`src/lzsr_pkg.sv`:
```
// Package for the longest zero-sum run block: sizes, channel payloads and the cell token.
package lzsr_pkg;

   // Array length limit and sample width.
   localparam int MAX_ITEMS   = 1024;
   localparam int SAMPLE_BITS = 16;

   // Derived widths: a position within the array, a count up to the limit, the prefix sum.
   localparam int POS_BITS  = $clog2(MAX_ITEMS);
   localparam int CNT_BITS  = $clog2(MAX_ITEMS + 1);
   localparam int SUM_BITS  = SAMPLE_BITS + POS_BITS;
   localparam int BEST_BITS = 11;

   // Input item.
   typedef struct packed {
      logic signed [SAMPLE_BITS-1:0] sample;
      logic                          last;
   } req_type;

   // Result item.
   typedef struct packed {
      logic [BEST_BITS-1:0] best_length;
      logic                 final_res;
      logic                 overflow;
   } rsp_type;

   // Token that travels down the row of cells, one cell per cycle while the row advances.
   typedef struct packed {
      logic                valid;  // a sample occupies this stage
      logic                take;   // sample was accepted into the array (not beyond the limit)
      logic                live;   // its own table slot is still to be written
      logic                probe;  // still looking for an earlier equal prefix sum
      logic                zero;   // prefix sum is zero
      logic                found;  // an earlier equal prefix sum was found
      logic                last;   // sample closes the array
      logic                ovf;    // the array has gone beyond the limit
      logic [POS_BITS-1:0] rem;    // cells left before its own slot
      logic [POS_BITS-1:0] idx;    // position of the sample in the array
      logic [SUM_BITS-1:0] key;    // prefix sum after this sample
      logic [POS_BITS-1:0] run;    // run length from the matching entry
   } token_type;

endpackage

```
`src/lzsr_cell.sv`:
```
// One table cell: holds the prefix sum of one array position and checks passing tokens.
module lzsr_cell (
   input  logic                clock,
   input  logic                reset,
   input  logic                adv,
   input  lzsr_pkg::token_type tok_in,
   output lzsr_pkg::token_type tok_out
);

   logic [lzsr_pkg::SUM_BITS-1:0] key_ff;
   logic [lzsr_pkg::POS_BITS-1:0] pos_ff;
   logic                          write;
   lzsr_pkg::token_type           out_ff, out_in;

   // The token claims this cell when no earlier cells remain before its own slot.
   assign write = tok_in.valid && tok_in.live && (tok_in.rem == '0);

   // Cells before the slot are compared; the first equal sum gives the run.
   always_comb begin
      out_in = tok_in;
      if (tok_in.valid && tok_in.live) begin
         if (tok_in.rem == '0) begin
            out_in.live  = 1'b0;
            out_in.probe = 1'b0;
         end else begin
            out_in.rem = tok_in.rem - 1'b1;
            if (tok_in.probe && (key_ff == tok_in.key)) begin
               out_in.found = 1'b1;
               out_in.probe = 1'b0;
               out_in.run   = tok_in.idx - pos_ff;
            end
         end
      end
   end

   // Stored entry; written only by the token whose slot this is.
   always_ff @(posedge clock) begin
      if (adv && write) begin
         key_ff <= tok_in.key;
         pos_ff <= tok_in.idx;
      end
   end

   // Hand the token on to the next cell.
   always_ff @(posedge clock) begin
      if (reset) begin
         out_ff <= '0;
      end else if (adv) begin
         out_ff <= out_in;
      end
   end

   assign tok_out = out_ff;

endmodule

```
`config.mk`:
```
export PLATFORM = sky130hd
export DESIGN_NAME = lzsr_cell
export DESIGN_NICKNAME = d
export VERILOG_FILES = /design/src/lzsr_pkg.sv /design/src/lzsr_cell.sv
export SDC_FILE = /design/constraint.sdc
export NUM_CORES = 1
export LEC_CHECK = 0
export ABC_AREA = 1
export BUFFER_PORTS_ARGS = -buffer_cell sky130_fd_sc_hd__buf_2
export CORE_UTILIZATION = 52
export DETAILED_ROUTE_END_ITERATION = 7
export GPL_TIMING_DRIVEN = 0
export PLACE_DENSITY = 0.9
export SYNTH_ARGS = -nofsm -noshare
export SYNTH_HDL_FRONTEND = slang
export SYNTH_SLANG_ARGS = --single-unit
```
`constraint.sdc`:
```
create_clock -name clock -period 4.45 [get_ports clock]
set_input_delay 0.89 -clock clock [delete_from_list [all_inputs] [get_ports clock]]
set_output_delay 0.89 -clock clock [all_outputs]
set_load 0.05 [all_outputs]
```
Yosys cells after proc, flatten, opt, wreduce, memory -nomap -nowiden. Cells that the tools add are included.

Input bits: 67. Word-level logic and storage cells: 34. Bits in registers: 100.

$add $sub $neg: 2. Mux-type cells: 12. Reduce and logical (&&, ||, !) cells: 5. Eq/ne operators: 1.

Operators with widths (number): 10-bit 2-to-1 mux (5); 26-bit equality test (1); 10-bit zero test (1); 10-bit by 1-bit subtractor with 10-bit output (second input constant) (1); 10-bit subtractor (1); 1-bit 2-to-1 mux (6); 1-bit logical AND (4); 2-bit 2-to-1 mux (1).

Depth between registers and ports, before layout.
Word-level depth: 5. Mapped depth: 13.

Worst setup path before layout. No wires, ideal clock.

Path type: input-to-reg. From: in adv. To: reg key_ff[0] (netlist name), enable pin. Buffers on the path: 2. Stages on the path: 4. Slack: 1.004 ns. Required time: 4.021 ns. Data arrival time: 3.017 ns. Cells stage by stage: clkbuf_1 inv_2 buf_1 nor2_1.

Word-level cells in the longest chain between the ends: 1.

RTL lines: start, declared (line lzsr_cell.sv:5) `input logic adv,`; 1-bit logical AND (line lzsr_cell.sv:38) `if (adv && write) begin`; end signal, assigned (line lzsr_cell.sv:39) `key_ff <= tok_in.key;`; end, declared (line lzsr_cell.sv:10) `logic [lzsr_pkg::SUM_BITS-1:0] key_ff;`.

No other way between the ends. A chain may end at the register's enable or synchronous reset.

Final worst setup path.
From: in adv. To: reg pos_ff[1] (netlist name), enable pin.

Word-level cells in the longest chain between the ends: 1.

RTL lines: 1-bit logical AND (line lzsr_cell.sv:38); end signal, assigned (line lzsr_cell.sv:40) `pos_ff <= tok_in.idx;`; end, declared (line lzsr_cell.sv:11) `logic [lzsr_pkg::POS_BITS-1:0] pos_ff;`.

No other way between the ends.

==> results.md <==
- Outcome: finished, final reports clean
- Crit end category: flop
- Final setup fails: 0
- Fillers: 766
- WP data required: between 4000 and 5000 ps
- CTS root buffer: clkbuf_8
- TritonCTS clock tree: yes
- Post-CTS sizing: 0
- Total GRT Usage: a little over a quarter
- Clk_lat worst skew: 370 ps
- Clk slew on worst S/H paths: ~100 ps
- Synth area leaders: dfxtp_1 27%, edfxtp_1 23%, nand2_1 11%
- Setup Skew: around 15 ps
- Pleak: around 2.9 nW
- Seq/Total Area, Yosys: roughly 50%
- Via Count: ~4.5k
- 1st-iter DRT viols: 215
- Synthesis Warnings: 0
- Leading area contributor after synthesis: dfxtp_1
- Max cap viols: 0
- WL final: roughly 12000 µm
- Clock sink count: 100
- Total chip power: between 0.0015 and 0.002 W
- Maximum VDD drop: 191 µV
- I/O pins: about 130
- Slowest cell on crit path: clkbuf_1
- Final hold slack: between 400 and 500 ps
- Die Width: between 90 and 100 µm
- Pre-CTS WS: ~1700 ps
- CP arrival: 2510 ps
- Final Hold Viols: 0
- Critical path peak fanout: 29
- Synth Instances: between 600 and 700
- Cells along the critical path: clkbuf_1, inv_2, buf_1, nor2_4, buf_12
- Power per cell area: between 300 and 400 nW/µm²
- GPL Wtd Cong: 0.859
- CP Class: in -> reg
- Avg Inst Size Synth: 7.77 µm²
- Post-synth EDFFs: 36
- Diode count: 0
- Min-delay worst type: reg -> reg
- Number of I/O port buffers: about 130
- Synthesized Nets: between 600 and 700
- First-pass GRT wire length: 20100 µm
- Vias in the first global route: roughly 4.2k
- Synth top area share: between 20 and 30%
- Core Rows: 34
- Die footprint: approximately 9400 µm²
- Post-route ant nets: 0
- Maximum clock rate: ~410 MHz
- Final Max Tran Viols: 0
- Layout cells sized above 1: 22.3%
- Core area: between 8000 and 9000 µm²
- Overflow after GRT: 0
- Largest net degree at the start of global routing: 30
- CP peak stage delay: slightly above 400 ps
- Fin crit share: a little over half
- Cts bufs inserted: 9
- Nets: 825
- Final Util: between 60% and 70%
- Cell Area, Synth: between 4000 and 5000 µm²
- Critical Path Source Type: input port
- Fin Setup TNS: 0 ps
- Starting density of the core: approximately 54%
- CTS H-tree depth: 3
- Drt first pass iters: 4
- RSZ-0062 raised after global routing: no
- Worst slew pin tran: ~650 ps
- Max clock buf depth: 2
- Die Y: a little under 100 µm
- Post-synthesis register bit count: 100
- Tmin final: about 2400 ps
- Area grow syn2layout: 21.3%
- Post-cts hold buffer count: 0
- Hpwl dp: between 9000 and 10000 µm
- Max-slew headroom: a little under three fifths
- Postcts setup bufs: 0
- Final setup margin: 2010 ps
- Most common cell in the netlist: nand2_1
- Top post-synthesis cells by count: 138 x nand2_1, 92 x inv_1, 69 x nor2_1, 64 x dfxtp_1, 50 x o21ai_0
- Via/cell ratio: between 5 and 6
- Routed length per instance: ~15 µm
- Initial antenna violation count: 0
- Post-synth ARST share: 0%
- DRC viols: 0
- Top FF cell, synth: dfxtp_1
- Count of cell types in the netlist: 34
logic make-up after synthesis:
kind of cell               count (synthesis)  share of synthesized area, %
and+or+nand+nor                          257                          23.0
buffers and inverters                    120                          9.78
AOI/OAI and AO/OA                        104                          11.3
DFF                                      100                          50.2
xor gates and xnor gates                  14                          2.60
adders and majority gates                 11                          3.08
final cells by class:
class	instances	area [µm²]	area share [%]
buffer	21	88.8	1.56
clock buffer	9	124	2.17
clock inverter	7	68.8	1.21
inverter	99	372	6.51
multi-input combinational	386	1890	33.2
sequential	100	2360	41.4
tap	108	135	2.37
timing repair buffer	130	666	11.7
cell usage in the layout (no fill, tap or decap), types with 4 or more instances in the layout:
cell and count:
buf_1 4, xnor2_1 7, nor2_1 68, clkbuf_1 14
o21ai_0 50, nand3_1 27, a21oi_1 47, ha_1 10
nand4_1 6, inv_2 7, edfxtp_1 36, nand2_1 138
xor2_1 7, buf_2 131, clkbuf_8 9, inv_1 92
dfxtp_1 64
worst max-delay path: cells and delay by family:
family | cells | cell delay (ps)
buf+inv | 4 | 1220
simple gates | 1 | 390
where the power goes:
part           internal (W)  total (W)  leakage [nW]  switching [W]
Clock              0.000218   0.000567        0.0964       0.000349
Combinational     0.0000985   0.000374          1.99       0.000275
Sequential         0.000983    0.00100         0.855      0.0000193
per-stage QoR:
stage,std cells,cell area [µm²]
global placement,843,5490
CTS,860,5710
global route,860,5710
detailed placement,844,5520
floorplan,606,4710
finish,860,5710
final timing paths:
check / startpoint / to / slack, ps / depth (start not counted)
setup / recovery: adv / pos_ff[1]$_DFFE_PP_ / 2010 / 5
hold / removal: tok_out[47]$_SDFFE_PP0P_ / tok_out[47]$_SDFFE_PP0P_ / 470 / 2
setup reg to reg: pos_ff[0]$_DFFE_PP_ / tok_out[6]$_SDFFE_PP0P_ / 2420 / 10
hold reg to reg: tok_out[47]$_SDFFE_PP0P_ / tok_out[47]$_SDFFE_PP0P_ / 470 / 2
flip-flops by register name, indices dropped and copies added, names as in the netlist:
signal / flops
key_ff: 26
tok_out: 64
pos_ff: 10
layer usage:
metal,up-vias,GRT usage [%],part of all wire (%)
li1,2200,-,-
met1,2071,33.8,42
met2,175,46.6,50
met3,24,4.60,6.4
met4,0,7.35,1.7
met5,-,0,0
Note: power is estimated with default switching activity, not from simulation.
