`src/lzsr_pkg.sv`:
```
// Package for the longest zero-sum run block: sizes, channel payloads and the cell token.
package lzsr_pkg;

   // Array length limit and sample width.
   localparam int MAX_ITEMS   = 1024;
   localparam int SAMPLE_BITS = 16;

   // Derived widths: a position within the array, a count up to the limit, the prefix sum.
   localparam int POS_BITS  = $clog2(MAX_ITEMS);
   localparam int CNT_BITS  = $clog2(MAX_ITEMS + 1);
   localparam int SUM_BITS  = SAMPLE_BITS + POS_BITS;
   localparam int BEST_BITS = 11;

   // Input item.
   typedef struct packed {
      logic signed [SAMPLE_BITS-1:0] sample;
      logic                          last;
   } req_type;

   // Result item.
   typedef struct packed {
      logic [BEST_BITS-1:0] best_length;
      logic                 final_res;
      logic                 overflow;
   } rsp_type;

   // Token that travels down the row of cells, one cell per cycle while the row advances.
   typedef struct packed {
      logic                valid;  // a sample occupies this stage
      logic                take;   // sample was accepted into the array (not beyond the limit)
      logic                live;   // its own table slot is still to be written
      logic                probe;  // still looking for an earlier equal prefix sum
      logic                zero;   // prefix sum is zero
      logic                found;  // an earlier equal prefix sum was found
      logic                last;   // sample closes the array
      logic                ovf;    // the array has gone beyond the limit
      logic [POS_BITS-1:0] rem;    // cells left before its own slot
      logic [POS_BITS-1:0] idx;    // position of the sample in the array
      logic [SUM_BITS-1:0] key;    // prefix sum after this sample
      logic [POS_BITS-1:0] run;    // run length from the matching entry
   } token_type;

endpackage

```
`src/lzsr_front.sv`:
```
// Front stage: running prefix sum, sample position and limit tracking; issues tokens.
module lzsr_front (
   input  logic                clock,
   input  logic                reset,
   input  logic                adv,
   input  logic                req_valid,
   input  lzsr_pkg::req_type   req_data,
   output lzsr_pkg::token_type tok_out
);

   logic signed [lzsr_pkg::SUM_BITS-1:0] sum_ff, sum_in;
   logic [lzsr_pkg::CNT_BITS-1:0]        pos_ff, pos_in;
   logic                                 ovf_ff, ovf_in;
   lzsr_pkg::token_type                  tok_ff, tok_in;
   logic                                 accept;
   logic                                 skip;
   logic signed [lzsr_pkg::SUM_BITS-1:0] sample_ext;
   logic signed [lzsr_pkg::SUM_BITS-1:0] new_sum;

   assign accept     = req_valid && adv;
   assign skip       = (pos_ff == lzsr_pkg::CNT_BITS'(lzsr_pkg::MAX_ITEMS));
   assign sample_ext = {{(lzsr_pkg::SUM_BITS - lzsr_pkg::SAMPLE_BITS)
                        {req_data.sample[lzsr_pkg::SAMPLE_BITS-1]}}, req_data.sample};
   assign new_sum    = sum_ff + sample_ext;

   // Build the token and the next array state for a transfer on the input channel.
   always_comb begin
      sum_in = sum_ff;
      pos_in = pos_ff;
      ovf_in = ovf_ff;
      tok_in = '0;
      if (accept) begin
         tok_in.valid = 1'b1;
         tok_in.take  = !skip;
         tok_in.live  = !skip;
         tok_in.probe = !skip && (new_sum != '0);
         tok_in.zero  = !skip && (new_sum == '0);
         tok_in.last  = req_data.last;
         tok_in.ovf   = skip || ovf_ff;
         tok_in.idx   = pos_ff[lzsr_pkg::POS_BITS-1:0];
         tok_in.rem   = pos_ff[lzsr_pkg::POS_BITS-1:0];
         tok_in.key   = new_sum;
         if (req_data.last) begin
            sum_in = '0;
            pos_in = '0;
            ovf_in = 1'b0;
         end else if (!skip) begin
            sum_in = new_sum;
            pos_in = pos_ff + 1'b1;
         end else begin
            ovf_in = 1'b1;
         end
      end
   end

   // State and token registers; the token register holds while the row is stalled.
   always_ff @(posedge clock) begin
      if (reset) begin
         sum_ff <= '0;
         pos_ff <= '0;
         ovf_ff <= 1'b0;
         tok_ff <= '0;
      end else if (adv) begin
         sum_ff <= sum_in;
         pos_ff <= pos_in;
         ovf_ff <= ovf_in;
         tok_ff <= tok_in;
      end
   end

   assign tok_out = tok_ff;

`ifndef SYNTH
   // Samples are only ever ignored once the array has reached the limit.
   a_ovf_at_limit: assert property (@(posedge clock) disable iff (reset)
      ovf_ff |-> pos_ff == lzsr_pkg::CNT_BITS'(lzsr_pkg::MAX_ITEMS))
      else $error("overflow set below the array limit");

   // Closing an array leaves the sum and position cleared.
   a_clear_on_last: assert property (@(posedge clock) disable iff (reset)
      accept && req_data.last |=> pos_ff == '0 && sum_ff == '0 && !ovf_ff)
      else $error("array state not cleared after the last sample");
`endif

endmodule

```
`config.mk`:
```
export PLATFORM = sky130hd
export DESIGN_NAME = lzsr_front
export DESIGN_NICKNAME = d
export VERILOG_FILES = /design/src/lzsr_pkg.sv /design/src/lzsr_front.sv
export SDC_FILE = /design/constraint.sdc
export NUM_CORES = 1
export LEC_CHECK = 0
export ABC_AREA = 1
export BUFFER_PORTS_ARGS = -buffer_cell sky130_fd_sc_hd__buf_2
export CELL_PAD_IN_SITES_DETAIL_PLACEMENT = 2
export CELL_PAD_IN_SITES_GLOBAL_PLACEMENT = 2
export CORE_ASPECT_RATIO = 0.5
export CORE_MARGIN = 2
export CORE_UTILIZATION = 26
export DETAILED_ROUTE_END_ITERATION = 16
export GPL_TIMING_DRIVEN = 0
export PLACE_DENSITY = 0.72
export SLEW_MARGIN = 10
export SYNTH_ARGS = -nofsm -noshare
export SYNTH_HDL_FRONTEND = slang
export SYNTH_SLANG_ARGS = --single-unit
```
`constraint.sdc`:
```
create_clock -name clock -period 3.3 [get_ports clock]
set_clock_uncertainty 0.1 [all_clocks]
set_input_delay 0.66 -clock clock [delete_from_list [all_inputs] [get_ports clock]]
set_output_delay 0.66 -clock clock [all_outputs]
set_load 0.005 [all_outputs]
```
======== Yosys cells after proc, flatten, opt, wreduce, memory -nomap -nowiden ========
Index checks and enable logic that the tools add are counted.
operators by class
  add/subtract/negate cells ............... 2
  eq/ne operators ......................... 2
  muxes and demuxes ....................... 8
  reduce and logical (&&, ||, !) cells .... 10
operator list
  cell                                            count
  two-way mux 26 bit                              2
  two-way mux 48 bit                              1
  adder 26 x 16 -> 26 bit                         1
  zero test 26 bit                                1
  nonzero test 26 bit                             1
  two-way mux 11 bit                              2
  adder 11 x 1 -> 11 bit (second input constant)  1
  == test 11 bit (second input constant)          1
  AND reduction 3 bit                             2
  two-way mux 5 bit                               1
  logical AND 1 bit                               3
  two-way mux 1 bit                               2
  inequality test 2 bit (second input constant)   1
  nonzero test 2 bit                              1
  zero test 1 bit                                 1
  logical OR 1 bit                                1
word-level totals
  register bits after elaboration ......... 91
  bits of input ports ..................... 21
  word-level logic and storage cells ...... 35

======== Depth between registers and ports, before layout ========
Gate-level depths: netlist of the first run.
  word-level depth ........................ 4
  gate-level depth with buffers ........... 18
  gate-level depth less buffers ........... 18

======== Worst setup path before layout of the first run ========
No wires, ideal clock.
  path kind ............................... input to register
  start ................................... in req_data[1] in the netlist's numbering
  end ..................................... reg tok_ff (netlist bit tok_out[60])
  library setup time ...................... 134 ps
  arrival time ............................ 2430 ps
  slack ................................... 636 ps
  stages .................................. 13
  path buffers ............................ 0
  cells stage by stage .................... ha_1 -> fa_1 -> or2_2 -> a21oi_1 -> nand3_1 -> nor2_1 -> nand3_1 -> nor2_1 -> nand3_1 -> nor2_1 -> nand3_1 -> nand2_1 -> a21oi_1
on the way
  longest elaborated chain between the ends .. 4
ends and longest elaborated chain
  element                  RTL line          source
  from (decl)              lzsr_front.sv:7   input lzsr_pkg::req_type req_data,
  adder 26 x 16 -> 26 bit  lzsr_front.sv:24  assign new_sum = sum_ff + sample_ext;
  nonzero test 26 bit      lzsr_front.sv:36  tok_in.probe = !skip && (new_sum != '0);
  logical AND 1 bit        lzsr_front.sv:36
  two-way mux 5 bit        lzsr_front.sv:32  if (accept) begin
  to (signal assigned)     lzsr_front.sv:67  tok_ff <= tok_in;
  to (decl)                lzsr_front.sv:14  lzsr_pkg::token_type tok_ff, tok_in;
Every way passes these cells.
A chain may end at the register's enable or synchronous reset.

======== Final worst setup path of the first run ========
Same ends and word-level chain as after synthesis.

==> results.sh, run 1 <==
export IMPL_wl_per_cell_um=17.3
export IMPL_design_area_um2=6360
export IMPL_diodes=0
export IMPL_mappedNetlistArea_um2=5320
export IMPL_insertion_delay_ns=0.35
export IMPL_cap_viol_max_count=0
export IMPL_final_common_cell="nand2_1"
export IMPL_holdWs_ns=0.364
export IMPL_relSlewSlack_pct=53.2
export IMPL_fin_ws_ns=0.208
export IMPL_cts_root_buf="clkbuf_16"
export IMPL_post_cts_setup_buffers=0
export IMPL_rows=36
export IMPL_setup_viol=0
export IMPL_p_leak_nw=3.24
export IMPL_syn_inst=880
export IMPL_n_fill_cell=2474
export IMPL_grt_pass1_vias=6327
export IMPL_cts_buffers=9
export IMPL_clockBufferDepth=2
export IMPL_endpoint_kind="register"
export IMPL_placed_cell_area_um2=6050
export IMPL_cts_hold_buffers_added=0
export IMPL_grt_overflow=0
export IMPL_area_growth_pct=19.6
export IMPL_synth_main_ff_cell="dfxtp_1"
export IMPL_drc=0
export IMPL_nets=1022
export IMPL_max_freq_ghz=0.323
export IMPL_crit_arrival_ns=3.19
export IMPL_synth_edf_count=0
export IMPL_drtIter0Drc=212
export IMPL_ant_nets=0
export IMPL_io_buffers=72
export IMPL_place_inst=1228
export IMPL_cts_htree_levels=3
export IMPL_coreArea_um2=19700
export IMPL_dieArea_um2=21700
export IMPL_grt_max_degree=16
export IMPL_period_needed_ns=3.09
export IMPL_antenna_found_initial=1
export IMPL_rsz0062_at_grt="false"
export IMPL_vdd_drop_max_mv=0.270
export IMPL_dp_hpwl_um=17600
export IMPL_drt_total_wl_um=21500
export IMPL_viasPerCell=4.69
export IMPL_layout_common_cells="nand2_1 (327), inv_1 (130), a21oi_1 (90), dfxtp_1 (80), buf_2 (76)"
export IMPL_outcome="complete, no violations"
export IMPL_initial_core_util_pct=26.9
export IMPL_dp_slack_ns=-0.136
export IMPL_clock_sinks=80
export IMPL_synth_area_per_cell_um2=6.04
export IMPL_ys_ff_latch=80
export IMPL_drt_pass1_iter_count=4
export IMPL_vias=5833
export IMPL_crit_path_max_incr_delay_ns=0.54
export IMPL_grt_pass1_wl_um=34400
export IMPL_critPathKind="input port to register"
export IMPL_pin_count=85
export IMPL_worst_path_max_delay_cell="fa_1"
export IMPL_yosys_warnings=0
export IMPL_gp_congestion=0.832
export IMPL_worst_hold_path_type="register to register"
export IMPL_ys_seq_area_share_pct=30.1
export IMPL_p_per_area_nw_per_um2=404
export IMPL_worst_setup_path_start_kind="input port"
export IMPL_path_clk_slew_ns=0.07
export IMPL_post_cts_resized=0
export IMPL_path_cells="buf_2 -> ha_1 -> fa_1 -> nand2_2 -> nand2_1 -> nand3_1 -> nand2_1 -> nand2_1 -> nand3b_1 -> nand2_1 -> nand2_1 -> nor2_1 -> nand2_1 -> nor2_2 -> nand3_1 -> nand2_1 -> a21oi_1"
export IMPL_drv_slew=0
export IMPL_yosys_cell_types_count=34
export IMPL_stdcell_count=1244
export IMPL_die_y_um=105
export IMPL_die_x_um=206
export IMPL_path_max_fanout=4
export IMPL_final_layout_size_suffix_gt1_share_pct=14.7
export IMPL_min_period_over_period_pct=93.7
export IMPL_track_usage_pct=20.7
export IMPL_worstPathRequired_ns=3.40
export IMPL_crit_top_cell="nand2_1"
export IMPL_worst_slew_pin_slew_ns=0.703
export IMPL_cts_tree="built"
export IMPL_synthArstFlopShare_pct=0
export IMPL_hold_viol=0
flip-flops by register name, indices dropped and copies added (netlist names):
register / flops
pos_ff: 11
ovf_ff: 1
sum_ff: 26
tok_out: 42
cell type report:
cell class,count,area [um^2],share of cell area (%)
multi-input combinational,632,3000,47.1
sequential,80,1600,25.2
inverter,137,514,8.09
timing repair buffer,72,360,5.67
tap,266,333,5.24
buffer,41,241,3.80
clock buffer,10,239,3.76
clock inverter,6,72.6,1.14
Yosys cell counts, types with 3 or more instances:
| master | n | area, um^2 |
|---|---|---|
| nand2_1 | 327 | 1230 |
| nor2_2 | 5 | 31.3 |
| inv_2 | 3 | 11.3 |
| nand3_2 | 3 | 30.0 |
| a21oi_1 | 90 | 450 |
| inv_1 | 130 | 488 |
| buf_2 | 4 | 20.0 |
| nand2_2 | 14 | 87.6 |
| clkinv_1 | 4 | 15.0 |
| buf_4 | 22 | 165 |
| nand4_1 | 9 | 56.3 |
| nor3_1 | 8 | 40.0 |
| o21ai_0 | 5 | 25.0 |
| dfxtp_1 | 80 | 1600 |
| nand3b_1 | 3 | 22.5 |
| ha_1 | 27 | 338 |
| nor2_1 | 55 | 206 |
| nand3_1 | 58 | 290 |
| clkbuf_1 | 14 | 52.6 |
where the power goes:
part	leakage (nW)	internal (mW)	total (mW)	switching (mW)
logic	2.44	0.139	0.465	0.326
registers	0.649	0.994	1.02	0.0208
clock network	0.156	0.620	1.09	0.466
total	3.24	1.75	2.57	0.813
per-layer routing:
metal  part of all wire, %  GRT usage, %  routed length, um  vias to the layer above
met5                 0.060             0                 13                        -
li1                      -             -                  -                     2880
met1                    50          29.0              10800                     2863
met3                   4.1          4.02                886                       14
met4                  0.78          3.01                169                        2
met2                    45          33.6               9700                       74
cell families after synthesis:
family	synth area share, %
simple gates	38.5
other cells	0.0706
compound gates	9.84
fa+ha+maj	6.73
xor+xnor	0.494
flops	30.1
buf+inv	14.2
path summary, 6_finish.rpt:
| kind | endpoint | from | depth (start not counted) | slack, ns |
|---|---|---|---|---|
| worst min register to register | tok_out[57] | tok_out[57] | 2 | 0.36 |
| worst min-delay path | tok_out[57] | tok_out[57] | 2 | 0.36 |
| worst max register to register | tok_out[60] | sum_ff[0] | 16 | 0.32 |
| worst max-delay path | tok_out[60] | req_data[1] | 17 | 0.21 |
worst max-delay path, delay by kind of cell:
family                     cells  cell delay, ns
buffers and inverters          1            0.11
adders and majority gates      2            0.81
and+or+nand+nor               13            1.55
AOI/OAI and AO/OA              1            0.06
stage by stage:
| stage | TNS, ns | power, mW | utilization, % |
|---|---|---|---|
| after CTS | 0 | 2.59 | 32.2 |
| after floorplan | 0 | 1.32 | - |
| after detailed placement | -0.205 | 1.50 | 30.6 |
| after global routing | 0 | 2.69 | 32.2 |
| final | 0 | 2.57 | 32.2 |
| after global placement | -0.0925 | 1.48 | 30.6 |
Note: power is estimated with default switching activity, not from simulation.
==> run 2, diff against run 1 <==
Settings changed: CTS_CLUSTER_DIAMETER from default to 100, REMOVE_ABC_BUFFERS from default to 1.
==> run 2 against run 1 <==
Against the previous run:
- setup slack better by 0.14 ns
- routed wire length is 13% lower
- utilization is 0.88 points lower
- sequential share of layout area is 0.71 points higher
- first-iteration DRC count is 12% lower
- via count is 5.9% lower
==> results.sh, run 2 (synthesis results as in run 1) <==
export IMPL_outcome="complete, no violations"
export IMPL_p_per_area_nw_per_um2=426
export IMPL_coreArea_um2=19700
export IMPL_relSlewSlack_pct=29.5
export IMPL_rsz0062_at_grt="false"
export IMPL_antenna_found_initial=0
export IMPL_post_cts_resized=2
export IMPL_cts_hold_buffers_added=0
export IMPL_p_int_mw=1.86
export IMPL_max_freq_ghz=0.339
export IMPL_wl_per_cell_um=15.6
export IMPL_post_cts_setup_buffers=0
export IMPL_gp_congestion=0.859
export IMPL_p_comb_share_pct=16.0
export IMPL_crit_top_cell="nand3_1"
export IMPL_crit_arrival_ns=3.08
export IMPL_ant_nets=0
export IMPL_drt_pass1_iter_count=4
export IMPL_worst_slew_pin_slew_ns=1.06
export IMPL_drt_total_wl_um=18700
export IMPL_crit_path_max_incr_delay_ns=0.51
export IMPL_clock_sinks=80
export IMPL_initial_core_util_pct=26.9
export IMPL_track_usage_pct=18.1
export IMPL_dieArea_um2=21700
export IMPL_cts_buffers=9
export IMPL_critPathBufInv=1
export IMPL_insertion_delay_ns=0.36
export IMPL_period_needed_ns=2.95
export IMPL_dp_hpwl_um=14500
export IMPL_drv_slew=0
export IMPL_viasPerCell=4.56
export IMPL_hold_viol=0
export IMPL_diodes=0
export IMPL_layout_common_cells="nand2_1 (327), inv_1 (130), a21oi_1 (90), dfxtp_1 (80), buf_2 (72)"
export IMPL_cts_root_buf="clkbuf_16"
export IMPL_drtIter0Drc=186
export IMPL_drc=0
export IMPL_p_leak_nw=3.12
export IMPL_vias=5490
export IMPL_io_buffers=73
export IMPL_p_sw_share_pct=29.3
export IMPL_seq_power_share_pct=38.4
export IMPL_worst_path_max_delay_cell="fa_1"
export IMPL_pin_count=85
export IMPL_worst_hold_path_type="register to register"
export IMPL_rows=36
export IMPL_critPathKind="input port to register"
export IMPL_place_inst=1189
export IMPL_grt_overflow=0
export IMPL_endpoint_kind="register"
export IMPL_die_x_um=206
export IMPL_worstPathRequired_ns=3.43
export IMPL_vdd_drop_max_mv=0.305
export IMPL_area_growth_pct=16.3
export IMPL_power_switching_mw=0.771
export IMPL_cts_htree_levels=3
export IMPL_nets=983
export IMPL_clockBufferDepth=2
export IMPL_min_period_over_period_pct=89.5
export IMPL_final_util_pct=31.3
export IMPL_grt_pass1_vias=5895
export IMPL_holdWs_ns=0.362
export IMPL_n_fill_cell=2443
export IMPL_power_clock_fraction_pct=45.7
export IMPL_cap_viol_max_count=0
export IMPL_largest_reg_flops=42
export IMPL_final_layout_size_suffix_gt1_share_pct=13.0
export IMPL_grt_pass1_wl_um=30600
export IMPL_worst_setup_path_start_kind="input port"
export IMPL_crit_family="simple AND/OR/NAND/NOR gates"
export IMPL_grt_max_degree=69
export IMPL_path_cells="buf_2 -> ha_1 -> fa_1 -> or2_2 -> a21oi_1 -> nand3_1 -> nor2_1 -> nand3_1 -> nor2_1 -> nand3_1 -> nor2_1 -> nand3_1 -> nand2_1 -> a21oi_1"
export IMPL_setup_viol=0
export IMPL_stdcell_count=1204
export IMPL_path_max_fanout=4
export IMPL_die_y_um=105
export IMPL_r2r_slack_ns=0.43
export IMPL_final_common_cell="nand2_1"
export IMPL_path_clk_slew_ns=0.06
export IMPL_cts_tree="built"
[run 2: cell count changes in the layout (fill, tap and decap cells not counted), sizes merged]
| cell | change |
|---|---|
| buf | -25 |
| clkinv | -1 |
| bufinv | +2 |
| inv | -2 |
| clkbuf | -15 |
| clkinvlp | +1 |
[run 2: path summary, 6_finish.rpt]
kind | start | endpoint | depth (start not counted)
setup / recovery | req_data[1] | tok_out[60] | 14
hold reg to reg | tok_out[24] | tok_out[24] | 2
hold / removal | tok_out[24] | tok_out[24] | 2
setup reg to reg | sum_ff[0] | tok_out[60] | 13
[run 2: tightest hold or removal path: stages (launching register included)]
cell and delay (ns):
dfxtp_1 0.31, nand2_1 0.06, a21oi_1 0.05
[run 2: final cells by class]
type | count | area (um^2) | area share, %
tap | 266 | 333 | 5.38
clock inverter | 6 | 115 | 1.86
multi-input combinational | 632 | 3000 | 48.4
clock buffer | 9 | 225 | 3.64
sequential | 80 | 1600 | 25.9
inverter | 137 | 518 | 8.38
timing repair buffer | 74 | 395 | 6.39
[run 2: power groups by stage]
| stage | Combinational (mW) | Clock, mW | Sequential (mW) |
|---|---|---|---|
| floorplan | 0.260 | 0 | 1.03 |
| global placement | 0.407 | 0 | 1.03 |
| detailed placement | 0.425 | 0 | 1.03 |
| CTS | 0.428 | 1.25 | 1.01 |
| global route | 0.482 | 1.28 | 1.01 |
| finish | 0.420 | 1.20 | 1.01 |
[run 2: routing by layer]
layer	vias up	part of all wire [%]	global-route usage (%)
met2	48	46	30.3
met3	12	2.7	3.34
met1	2630	51	24.1
li1	2800	-	-
met4	0	0.88	3.93
met5	-	0	0
[run 2: through the flow]
step	TNS, ns	power, mW	setup WS, ns	instance area [um^2]
2_1_floorplan	0	1.29	0.650	5110
3_3_place_gp	-22.61	1.44	-0.721	5810
3_5_place_dp	-22.77	1.46	-0.759	5840
4_1_cts	0	2.69	0.321	6180
5_1_grt	0	2.78	0.107	6180
6_report	0	2.63	0.347	6180
