## src/lzsr_pkg.sv

```systemverilog
// Package for the longest zero-sum run block: sizes, channel payloads and the cell token.
package lzsr_pkg;

   // Array length limit and sample width.
   localparam int MAX_ITEMS   = 1024;
   localparam int SAMPLE_BITS = 16;

   // Derived widths: a position within the array, a count up to the limit, the prefix sum.
   localparam int POS_BITS  = $clog2(MAX_ITEMS);
   localparam int CNT_BITS  = $clog2(MAX_ITEMS + 1);
   localparam int SUM_BITS  = SAMPLE_BITS + POS_BITS;
   localparam int BEST_BITS = 11;

   // Input item.
   typedef struct packed {
      logic signed [SAMPLE_BITS-1:0] sample;
      logic                          last;
   } req_type;

   // Result item.
   typedef struct packed {
      logic [BEST_BITS-1:0] best_length;
      logic                 final_res;
      logic                 overflow;
   } rsp_type;

   // Token that travels down the row of cells, one cell per cycle while the row advances.
   typedef struct packed {
      logic                valid;  // a sample occupies this stage
      logic                take;   // sample was accepted into the array (not beyond the limit)
      logic                live;   // its own table slot is still to be written
      logic                probe;  // still looking for an earlier equal prefix sum
      logic                zero;   // prefix sum is zero
      logic                found;  // an earlier equal prefix sum was found
      logic                last;   // sample closes the array
      logic                ovf;    // the array has gone beyond the limit
      logic [POS_BITS-1:0] rem;    // cells left before its own slot
      logic [POS_BITS-1:0] idx;    // position of the sample in the array
      logic [SUM_BITS-1:0] key;    // prefix sum after this sample
      logic [POS_BITS-1:0] run;    // run length from the matching entry
   } token_type;

endpackage

```

## src/lzsr_tail.sv

```systemverilog
// Tail stage: keeps the longest run of the array and holds the result register.
module lzsr_tail (
   input  logic                clock,
   input  logic                reset,
   input  logic                adv,
   input  lzsr_pkg::token_type tok_in,
   output logic                rsp_valid,
   output lzsr_pkg::rsp_type   rsp_data
);

   logic [lzsr_pkg::CNT_BITS-1:0] longest_ff, longest_in;
   logic [lzsr_pkg::CNT_BITS-1:0] best;
   logic [lzsr_pkg::CNT_BITS-1:0] run_ext;
   logic                          valid_ff, valid_in;
   lzsr_pkg::rsp_type             rsp_ff, rsp_in;

   assign run_ext = lzsr_pkg::CNT_BITS'(tok_in.run);

   // Update the best run: a zero sum runs from the start, a match from its first sighting.
   always_comb begin
      best = longest_ff;
      if (tok_in.take) begin
         if (tok_in.zero) begin
            best = lzsr_pkg::CNT_BITS'(tok_in.idx) + 1'b1;
         end else if (tok_in.found && (run_ext > longest_ff)) begin
            best = run_ext;
         end
      end
      longest_in              = longest_ff;
      valid_in                = tok_in.valid;
      rsp_in                  = rsp_ff;
      if (tok_in.valid) begin
         longest_in           = tok_in.last ? '0 : best;
         rsp_in.best_length   = lzsr_pkg::BEST_BITS'(best);
         rsp_in.final_res     = tok_in.last;
         rsp_in.overflow      = tok_in.ovf;
      end
   end

   // Result register; it holds while the receiver stalls.
   always_ff @(posedge clock) begin
      if (reset) begin
         longest_ff <= '0;
         valid_ff   <= 1'b0;
         rsp_ff     <= '0;
      end else if (adv) begin
         longest_ff <= longest_in;
         valid_ff   <= valid_in;
         rsp_ff     <= rsp_in;
      end
   end

   assign rsp_valid = valid_ff;
   assign rsp_data  = rsp_ff;

`ifndef SYNTH
   // Every token leaving the row has written its slot and finished its search.
   a_token_done: assert property (@(posedge clock) disable iff (reset)
      tok_in.valid |-> !tok_in.live && !tok_in.probe)
      else $error("token left the row with work outstanding");

   // A match only happens for an accepted sample with a nonzero sum, and is never empty.
   a_found_sane: assert property (@(posedge clock) disable iff (reset)
      tok_in.valid && tok_in.found |-> tok_in.take && !tok_in.zero && tok_in.run != '0)
      else $error("inconsistent match in token");

   // The best run never exceeds the array limit.
   a_best_bound: assert property (@(posedge clock) disable iff (reset)
      valid_ff |-> longest_ff <= lzsr_pkg::CNT_BITS'(lzsr_pkg::MAX_ITEMS))
      else $error("longest run beyond the array limit");
`endif

endmodule

```

## config.mk

```make
export PLATFORM = sky130hd
export DESIGN_NAME = lzsr_tail
export DESIGN_NICKNAME = d
export VERILOG_FILES = /design/src/lzsr_pkg.sv /design/src/lzsr_tail.sv
export SDC_FILE = /design/constraint.sdc
export NUM_CORES = 1
export LEC_CHECK = 0
export BUFFER_PORTS_ARGS = -buffer_cell sky130_fd_sc_hd__buf_2
export CORE_UTILIZATION = 51
export DETAILED_ROUTE_END_ITERATION = 8
export PLACE_DENSITY = 0.86
export REMOVE_ABC_BUFFERS = 1
export SETUP_SLACK_MARGIN = 0.02
export SYNTH_ARGS = -nofsm -noshare
export SYNTH_HDL_FRONTEND = slang
export SYNTH_SLANG_ARGS = --single-unit
```

## constraint.sdc

```tcl
create_clock -name clock -period 4.55 [get_ports clock]
set_input_delay 0.2275 -clock clock [delete_from_list [all_inputs] [get_ports clock]]
set_output_delay 0.2275 -clock clock [all_outputs]
set_load 0.1 [all_outputs]
```

### Yosys cells after proc, flatten, opt, wreduce, memory -nomap -nowiden

Index checks and enable logic that the tools add are counted.

| word-level totals | value |
|---|---|
| flip-flop bits (word level) | 25 |
| output and inout bits | 14 |
| word-level logic and storage cells | 13 |

| cells by class | value |
|---|---|
| add/subtract/negate cells | 1 |
| order comparisons | 1 |
| muxes and demuxes | 4 |
| reductions and logical operators | 2 |

Operators with widths:

| operator | count |
|---|---|
| $mux 11 | 4 |
| $add 10x1->11 const B | 1 |
| $gt 10x11->1 | 1 |
| $reduce_and 2->1 | 1 |
| $logic_and 1x1->1 | 1 |

### Depth between registers and ports, before layout

Gate-level depths: netlist (run 1).

| logic depth | value |
|---|---|
| depth in word-level cells | 6 |
| gate-level depth with buffers | 10 |

### Worst setup path after synthesis (run 1)

No wires, ideal clock.

| path | value |
|---|---|
| path kind | reg2reg |
| start | reg longest_ff[8] (netlist bit) |
| end | reg rsp_ff (netlist bit rsp_data[11]) |
| data arrival time | 2000 ps |
| path slack | 2430 ps |
| cell stages (with the launch flop) | 9 |
| path buffers | 1 |
| clock period less this slack | 2120 ps |
| cells stage by stage | dfxtp_1 inv_1 ha_1 nand4b_4 o31a_1 buf_6 and3_4 o311a_1 o31a_1 |

| between the ends | value |
|---|---|
| word-level cells in the longest chain between the ends | 5 |

RTL lines:

| element | RTL line | RTL |
|---|---|---|
| start, declared | lzsr_tail.sv:11 | `logic [lzsr_pkg::CNT_BITS-1:0] longest_ff, longest_in;` |
| start signal, assigned | lzsr_tail.sv:47 | `longest_ff <= longest_in;` |
| $gt 10x11->1 | lzsr_tail.sv:25 | `end else if (tok_in.found && (run_ext > longest_ff)) begin` |
| $logic_and 1x1->1 | lzsr_tail.sv:25 |  |
| $mux 11 | lzsr_tail.sv:25 |  |
| $mux 11 | lzsr_tail.sv:23 | `if (tok_in.zero) begin` |
| $mux 11 | lzsr_tail.sv:22 | `if (tok_in.take) begin` |
| end signal, assigned | lzsr_tail.sv:49 | `rsp_ff <= rsp_in;` |
| end, declared | lzsr_tail.sv:15 | `lzsr_pkg::rsp_type rsp_ff, rsp_in;` |

Every way passes these cells.
A chain may end at the register's enable or synchronous reset.

### Worst setup path in the final report (run 1)

| path | value |
|---|---|
| start | reg longest_ff[6] (netlist bit) |
| end | reg rsp_ff (netlist bit rsp_data[11]) |

The elaborated chain is that of the path after synthesis.

==> run summary, run 1 <==
YS warnings - 0
Via density - 5.83
Pin count of the biggest net entering global routing - 24
Cell Area, Synth - 1770 um^2
Setup ws final - 2.06 ns
Rel. slew slack - 54.0%
PortBufs - 42
First-pass GRT wire length - 6660 um
Worst R2R Setup Slack - 2.06 ns
Mean area per synthesized cell - 7.96 um^2
Finished Layout Cells - 301
Antenna diodes - 0
Top post-synthesis cells by area - dfxtp_1, ha_1, nand3_1, a211oi_1, nand2_1
Clock root buffer - clkbuf_4
Routed wire per std cell - 13.9 um
Worst slew pin tran - 0.689 ns
Clock sinks - 25
PwrDens - 253 nW/um^2
Worst hold path type - in -> reg
Crit path DAT - 2.72 ns
Unrepaired setup endpoints after global routing - false
Die Height - 60.9 um
CTS tree - built
Hold Crit Start - tok_in[56]
IO Pins - 81
Sequential fraction of the synthesis area - 28.3%
CTS resizes - 0
Reg2reg end - rsp_data[11]
Fin nets - 334
Final critical-path required period - 2.49 ns
# rows - 21
Initial antenna violation count - 0
Die width - 60.9 um
Initial DRC count - 50
WP data required - 4.78 ns
Final ANT Viol Nets - 0
VDD IR max - 192 uV
Crit. Startpoint - longest_ff[6]
GP Congestion - 0.841
Post-DP HPWL - 3210 um
H-tree depth - 1
Die Footprint - 3700 um^2
Fin Setup TNS - 0 ns
Worst skew pair latency - 0.33 ns
Critical Path End Type - flip-flop
Synth Register Bits - 25
CP max FO - 11
Hold_buf cts - 0
Area growth, synth to finish - 12.7%
Final hold vios - 0
Total CTS buffers - 3
Initial core utilization - 52.9%
Outcome - finished, final reports clean
Reg clk slew, reported paths - 0.14 ns
Max-cap violations - 0
Final WL - 4200 um
R2R depth - 8
Worst hold margin - 0.120 ns
Number of global-route vias before repair - 1582
Pre-CTS setup slack - 2.10 ns
Total GRT Usage - 24.1%
CP startpoint kind - flip-flop
Drt drc - 0
Cells after DPL - 297
First-pass iteration count of the detailed router - 4
Fin. max-slew vios - 0
Clock Tree Buf Depth - 2
Period utilization - 54.7%
Gr ovfl total - 0
Fmax - 0.402 GHz
Dominant synthesized flop cell - dfxtp_1
Share of layout cells above drive strength 1 - 22.4%
Fin Clk Skew - 0.0110 ns
WS Path Type - reg -> reg
Area leader, netlist - dfxtp_1
Finish-stage setup viols - 0
FF-to-FF Start - longest_ff[6]
Distinct cell type count after synthesis - 48
Leak pwr - 0.000789 uW
Number of synthesized flops with an enable pin - 0
Hold path cells - 3
Vias - 1754
Synth top area share - 28.3%
Post-CTS Repair Setup Buffers - 0
Fillers - 322
Post-Syn Instances - 222
Ys async rst share - 0%
Hold EP - rsp_data[0]
Core Area - 3340 um^2
-- power by group --
group	switching (uW)	total, uW	internal, uW
Clock	67.4	100	33.1
Combinational	119	169	49.9
Sequential	6.08	235	229
-- layout by cell type, fill, tap and decap left out, types with 2 or more instances in the layout --
cell	instances
dfxtp_1	25
nand2_1	22
nand3_1	18
o31a_1	2
xnor2_1	7
and3_1	3
clkbuf_4	3
nor2_1	21
o221ai_1	3
a211oi_1	11
o31ai_1	7
buf_2	42
o21ai_0	11
a31oi_1	3
nor3_1	6
mux2i_1	2
a32o_1	2
a21oi_1	12
ha_1	11
inv_1	14
o21a_1	2
-- worst max-delay path: stages (launching register included) --
cell and delay, ns:
dfxtp_1 0.35, inv_1 0.08, ha_1 0.30, a21oi_1 0.15
o21ai_1 0.14, a221o_1 0.54, and3_4 0.24, o311a_1 0.31
o31a_1 0.28
-- synthesized netlist by cell type (all sizes together) (3+ instances only) --
| cell | count |
|---|---|
| ha | 11 |
| a211oi | 11 |
| a21oi | 13 |
| nor3 | 6 |
| nor2 | 22 |
| a31oi | 3 |
| xnor2 | 7 |
| inv | 14 |
| and3 | 4 |
| dfxtp | 25 |
| o21ai | 12 |
| buf | 5 |
| o31ai | 7 |
| nand2 | 22 |
| o221ai | 3 |
| nand3 | 18 |
| clkbuf | 9 |
-- how the worst max path moves through the flow --
| stage | end | cells past startpoint |
|---|---|---|
| after global routing | rsp_data[11] | 8 |
| after detailed placement | rsp_data[11] | 8 |
| final | rsp_data[11] | 8 |
| after global placement | rsp_data[11] | 8 |
| after floorplan | rsp_data[11] | 8 |
| after CTS | rsp_data[11] | 8 |
-- final cells by class --
| type | instances | area, um^2 | area share, % |
|---|---|---|---|
| clock inverter | 1 | 5.00 | 0.251 |
| clock buffer | 3 | 22.5 | 1.13 |
| sequential | 25 | 500 | 25.1 |
| tap | 46 | 57.6 | 2.89 |
| multi-input combinational | 169 | 1130 | 57.0 |
| timing repair buffer | 43 | 218 | 10.9 |
| inverter | 14 | 52.6 | 2.64 |
-- stage by stage --
stage	total power, uW	utilization [%]	cell area (um^2)
2_1_floorplan	360	-	1690
3_3_place_gp	404	58.8	1960
3_5_place_dp	408	58.8	1960
4_1_cts	507	59.7	1990
5_1_grt	530	59.7	1990
6_report	504	59.7	1990
-- cells by family after synthesis --
family                   synth area share (%)
AND/OR/NAND/NOR                          22.8
AO/OA/AOI/OAI                            28.5
buffers and inverters                    7.44
flip-flops                               28.3
adder cells (fa/ha/maj)                  7.79
XOR/XNOR                                 3.97
multiplexers                             1.13
-- metal layers --
layer	up-vias	track usage, %	wire [um]
li1	888	-	-
met1	814	26.7	1840
met2	48	45.8	2130
met3	4	5.76	203
met4	0	6.17	25
met5	-	0	0
-- state kept, by name, summed over array words and instances (netlist names) --
register    count
longest_ff     11
rsp_data       13
rsp_valid       1
Power figures use the tool's default switching activity.
==> run 2, diff against run 1 <==
--- a/config.mk
+++ b/config.mk
@@ -6,9 +6,9 @@
 export NUM_CORES = 1
 export LEC_CHECK = 0
 export BUFFER_PORTS_ARGS = -buffer_cell sky130_fd_sc_hd__buf_2
-export CORE_UTILIZATION = 51
+export CORE_UTILIZATION = 47
 export DETAILED_ROUTE_END_ITERATION = 8
-export PLACE_DENSITY = 0.86
+export PLACE_DENSITY = 0.8
 export REMOVE_ABC_BUFFERS = 1
 export SETUP_SLACK_MARGIN = 0.02
 export SYNTH_ARGS = -nofsm -noshare
==> constraint.sdc (replaced) <==
create_clock -name clock -period 2.6 [get_ports clock]
set_input_delay 0.13 -clock clock [delete_from_list [all_inputs] [get_ports clock]]
set_output_delay 0.13 -clock clock [all_outputs]
set_load 0.1 [all_outputs]
==> run summary, run 2 (synthesis results as in run 1) <==
Drt drc - 0
Total CTS buffers - 3
GP Congestion - 0.833
Worst hold path type - in -> reg
Clock sinks - 25
Switching Fraction - 36.6%
Pre-CTS setup slack - 0.109 ns
Area growth, synth to finish - 14.7%
Initial core utilization - 50.9%
Final critical-path required period - 2.47 ns
Fin. max-slew vios - 0
Worst skew pair latency - 0.27 ns
Worst R2R Setup Slack - 0.13 ns
CP max FO - 11
Largest register FFs - 13
Clock power frac - 24.5%
Post-DP HPWL - 3320 um
Gate power share - 31.9%
Pin count of the biggest net entering global routing - 24
Vias - 1769
PwrDens - 465 nW/um^2
Max-cap violations - 0
CP startpoint kind - flip-flop
Die Footprint - 4010 um^2
First-pass GRT wire length - 7530 um
Hold EP - rsp_data[0]
Cell-internal power - 597 uW
Most common cell after layout, fill and taps aside - buf_2
Number of global-route vias before repair - 1689
R2R depth - 8
Rel. slew slack - 62.3%
Clock Tree Buf Depth - 2
Post-CTS Repair Setup Buffers - 0
Final hold vios - 0
Crit path DAT - 2.63 ns
Outcome - finished, final reports clean
Unrepaired setup endpoints after global routing - false
Fin Setup TNS - 0 ns
WP data required - 2.76 ns
H-tree depth - 1
NetSw - 345 uW
Hold Crit Start - tok_in[56]
Final ANT Viol Nets - 0
Reg clk slew, reported paths - 0.09 ns
Worst hold margin - 0.0894 ns
Initial DRC count - 107
Reg2reg end - rsp_data[11]
Finish-stage setup viols - 0
Share of layout cells above drive strength 1 - 23.7%
WS Path Type - reg -> reg
Fillers - 361
Via density - 5.84
Setup ws final - 0.129 ns
Die Height - 63.3 um
Total GRT Usage - 23.7%
# rows - 21
Routed wire per std cell - 14.5 um
Core Area - 3470 um^2
Fin Clk Skew - 0.00719 ns
Clock root buffer - clkbuf_8
Fmax - 0.405 GHz
Hold path cells - 3
Gr ovfl total - 0
Power Total - 942 uW
First-pass iteration count of the detailed router - 4
Leak pwr - 0.000807 uW
CTS tree - built
Finished Layout Cells - 303
Leading cell types in the layout, fill and taps excluded - buf_2, dfxtp_1, nand2_1
FF-to-FF Start - longest_ff[6]
Critical Path End Type - flip-flop
PortBufs - 42
Final WL - 4380 um
Cells after DPL - 299
Part of the power in registers - 43.6%
Worst slew pin tran - 0.565 ns
Fin nets - 336
Antenna diodes - 0
Period utilization - 95.1%
Die width - 63.3 um
Initial antenna violation count - 0
IO Pins - 81
VDD IR max - 228 uV
[run 2: cell types whose count changed in the layout (fill, tap and decap cells not counted)]
cell,before,now
clkbuf_4,3,0
o31a_1,2,1
buf_4,1,3
a221o_2,0,1
clkbuf_8,0,3
a221o_1,1,0
o31a_2,0,1
[run 2: how the worst max path moves through the flow]
stage | end | cells after the start | start | slack (ns)
floorplan | rsp_data[11] | 8 | longest_ff[6] | 0.34
global placement | rsp_data[11] | 8 | longest_ff[6] | 0.17
detailed placement | rsp_data[11] | 8 | longest_ff[6] | 0.11
CTS | rsp_data[11] | 8 | longest_ff[6] | 0.08
global route | longest_ff[1] | 8 | longest_ff[6] | 0.02
finish | rsp_data[11] | 8 | longest_ff[6] | 0.13
[run 2: worst max-delay path: stages, from the launching register on]
cell and delay, ns:
dfxtp_1 0.34, inv_1 0.08, ha_1 0.31, a21oi_1 0.16, o21ai_1 0.14, a221o_2 0.53
and3_4 0.21, o311a_1 0.31, o31a_1 0.28
[run 2: layer usage]
layer  GRT usage, %  wire length [um]  up-vias
met5              0                 0        -
met1           27.6              1880      806
li1               -                 -      889
met4           6.82                82        0
met2           43.1              2130       68
met3           4.89               293        6
[run 2: power by group through the flow]
stage | registers, uW | clock network [uW] | logic (uW)
after floorplan | 497 | 0 | 134
after global placement | 419 | 0 | 292
after detailed placement | 420 | 0 | 298
after CTS | 411 | 235 | 299
after global routing | 413 | 249 | 326
final | 411 | 231 | 301
[run 2: layout make-up]
class,instances,area [um^2],share of cell area [%]
Multi-Input combinational cell,169,1140,56.1
Sequential cell,25,500,24.7
Timing Repair Buffer,45,233,11.5
Tap cell,46,57.6,2.84
Inverter,14,52.6,2.59
Clock buffer,3,41.3,2.04
Clock inverter,1,5.00,0.247
[run 2: what timing repair did]
action	4_1_cts	5_1_grt
hold buffers	0	0
setup endpoints to repair	0	5
gates resized for setup	0	2
[run 2: stage by stage]
stage | cell area (um^2) | util, %
after global placement | 1980 | 57.0
after global routing | 2030 | 58.4
final | 2030 | 58.4
after detailed placement | 1980 | 57.0
after CTS | 2020 | 58.4
after floorplan | 1690 | -
==> run 3, diff against run 2 <==
--- a/config.mk
+++ b/config.mk
@@ -8,7 +8,7 @@
 export BUFFER_PORTS_ARGS = -buffer_cell sky130_fd_sc_hd__buf_2
 export CORE_UTILIZATION = 47
 export DETAILED_ROUTE_END_ITERATION = 8
-export PLACE_DENSITY = 0.8
+export PLACE_DENSITY = 0.83
 export REMOVE_ABC_BUFFERS = 1
 export SETUP_SLACK_MARGIN = 0.02
 export SYNTH_ARGS = -nofsm -noshare
==> run summary, run 3 (synthesis results as in run 1) <==
Gr ovfl total - 0
Crit path DAT - 2.60 ns
FF-to-FF Start - longest_ff[8]
First-pass GRT wire length - 7290 um
Fillers - 343
Top delay family on crit path - compound AO/OA/AOI/OAI gates
Initial antenna violation count - 0
Hold EP - rsp_data[0]
Initial core utilization - 50.9%
H-tree depth - 1
Vias - 1755
Worst skew pair latency - 0.27 ns
Clock Tree Buf Depth - 2
Final hold vios - 0
Clock sinks - 25
Fin Setup TNS - 0 ns
WP data required - 2.77 ns
Area growth, synth to finish - 15.2%
Total GRT Usage - 22.9%
Buffers & Inverters on Critical Path - 1
Final critical-path required period - 2.43 ns
Power Total - 948 uW
Final ANT Viol Nets - 0
CP max FO - 11
Leading cell types in the layout, fill and taps excluded - buf_2, dfxtp_1, nand2_1
Share of layout cells above drive strength 1 - 24.0%
Fin Clk Skew - 0.00241 ns
Fmax - 0.411 GHz
CTS tree - built
Worst hold path type - in -> reg
Worst-path cell chain - inv_1, ha_1, and4b_4, a221o_2, and3_4, o311a_1, o31a_1
Die Footprint - 4010 um^2
Routed wire per std cell - 14.1 um
Core Area - 3470 um^2
First-pass iteration count of the detailed router - 4
Critical Path Stages - 7
Hold path cells - 3
Number of global-route vias before repair - 1614
Post-DP HPWL - 3250 um
Die width - 63.3 um
Antenna diodes - 0
Fin util - 58.7%
Most common cell after layout, fill and taps aside - buf_2
WS Path Type - reg -> reg
Critical Path End Type - flip-flop
Hold Crit Start - tok_in[56]
PwrDens - 466 nW/um^2
Reg2reg end - rsp_data[11]
Period utilization - 93.6%
Outcome - finished, final reports clean
# rows - 21
Pin count of the biggest net entering global routing - 22
Total CTS buffers - 3
Fin nets - 337
Largest register FFs - 13
Worst slew pin tran - 0.606 ns
Fin. max-slew vios - 0
Rel. slew slack - 59.6%
IO Pins - 81
Max-cap violations - 0
PortBufs - 42
Max incr delay on CP - 0.50 ns
Via density - 5.77
CP startpoint kind - flip-flop
Drt drc - 0
R2R depth - 7
Unrepaired setup endpoints after global routing - false
VDD IR max - 294 uV
Leak pwr - 0.000812 uW
Finish-stage setup viols - 0
Final WL - 4270 um
Initial DRC count - 104
Worst R2R Setup Slack - 0.17 ns
Reg clk slew, reported paths - 0.09 ns
Die Height - 63.3 um
Highest-delay cell along the critical path - a221o_2
Hold_buf cts - 0
Clock root buffer - clkbuf_8
GP Congestion - 0.860
==> run 3: cell types whose count changed in the layout (fill, tap and decap cells not counted) <==
| cell | before | now |
|---|---|---|
| buf_4 | 3 | 4 |
==> run 3: how the worst max path moves through the flow <==
stage	from	to	slack, ns
final	longest_ff[8]	rsp_data[11]	0.17
after global routing	longest_ff[6]	rsp_data[11]	0.03
after CTS	longest_ff[6]	rsp_data[11]	0.1
after detailed placement	longest_ff[6]	rsp_data[11]	0.13
after global placement	longest_ff[6]	rsp_data[11]	0.19
after floorplan	longest_ff[6]	rsp_data[11]	0.34
==> run 3: metrics by stage <==
stage	worst slack, ns	instances	cell area, um^2	hold slack (ns)
floorplan	0.345	208	1690	0.199
global placement	0.189	298	1970	0.374
detailed placement	0.131	298	1970	0.388
CTS	0.100	302	2020	0.0950
global route	0.0291	304	2030	0.123
finish	0.166	304	2030	0.0910
==> run 3: worst register-to-register path: cells and delay by family (launching register included) <==
kind / cells / cell delay (ns)
AOI/OAI and AO/OA: 3 / 1.09
adders and majority gates: 1 / 0.33
buffers and inverters: 1 / 0.07
DFF: 1 / 0.39
and+or+nand+nor: 2 / 0.46
==> run 3: layout make-up <==
class / count / area, um^2 / area share (%)
tap: 46 / 57.6 / 2.83
clock buffer: 3 / 41.3 / 2.03
timing repair buffer: 46 / 240 / 11.8
clock inverter: 1 / 5.00 / 0.246
inverter: 14 / 52.6 / 2.58
multi-input combinational: 169 / 1140 / 55.9
sequential: 25 / 500 / 24.6
==> run 3: repair_timing <==
item	4_1_cts	5_1_grt
setup endpoints to repair	0	7
setup buffers	0	2
gates resized for setup	0	2
==> run 3: per-layer routing <==
metal	share of wire [%]	GRT usage, %
met1	45	28.5
met2	47	39.8
met3	5.8	3.99
met4	1.2	7.39
met5	0	0
==> run 3: report_power, final <==
part / switching [uW] / total, uW / internal, uW
Clock: 126 / 234 / 107
Combinational: 211 / 304 / 93.1
Sequential: 10.5 / 411 / 400
Total: 347 / 948 / 601
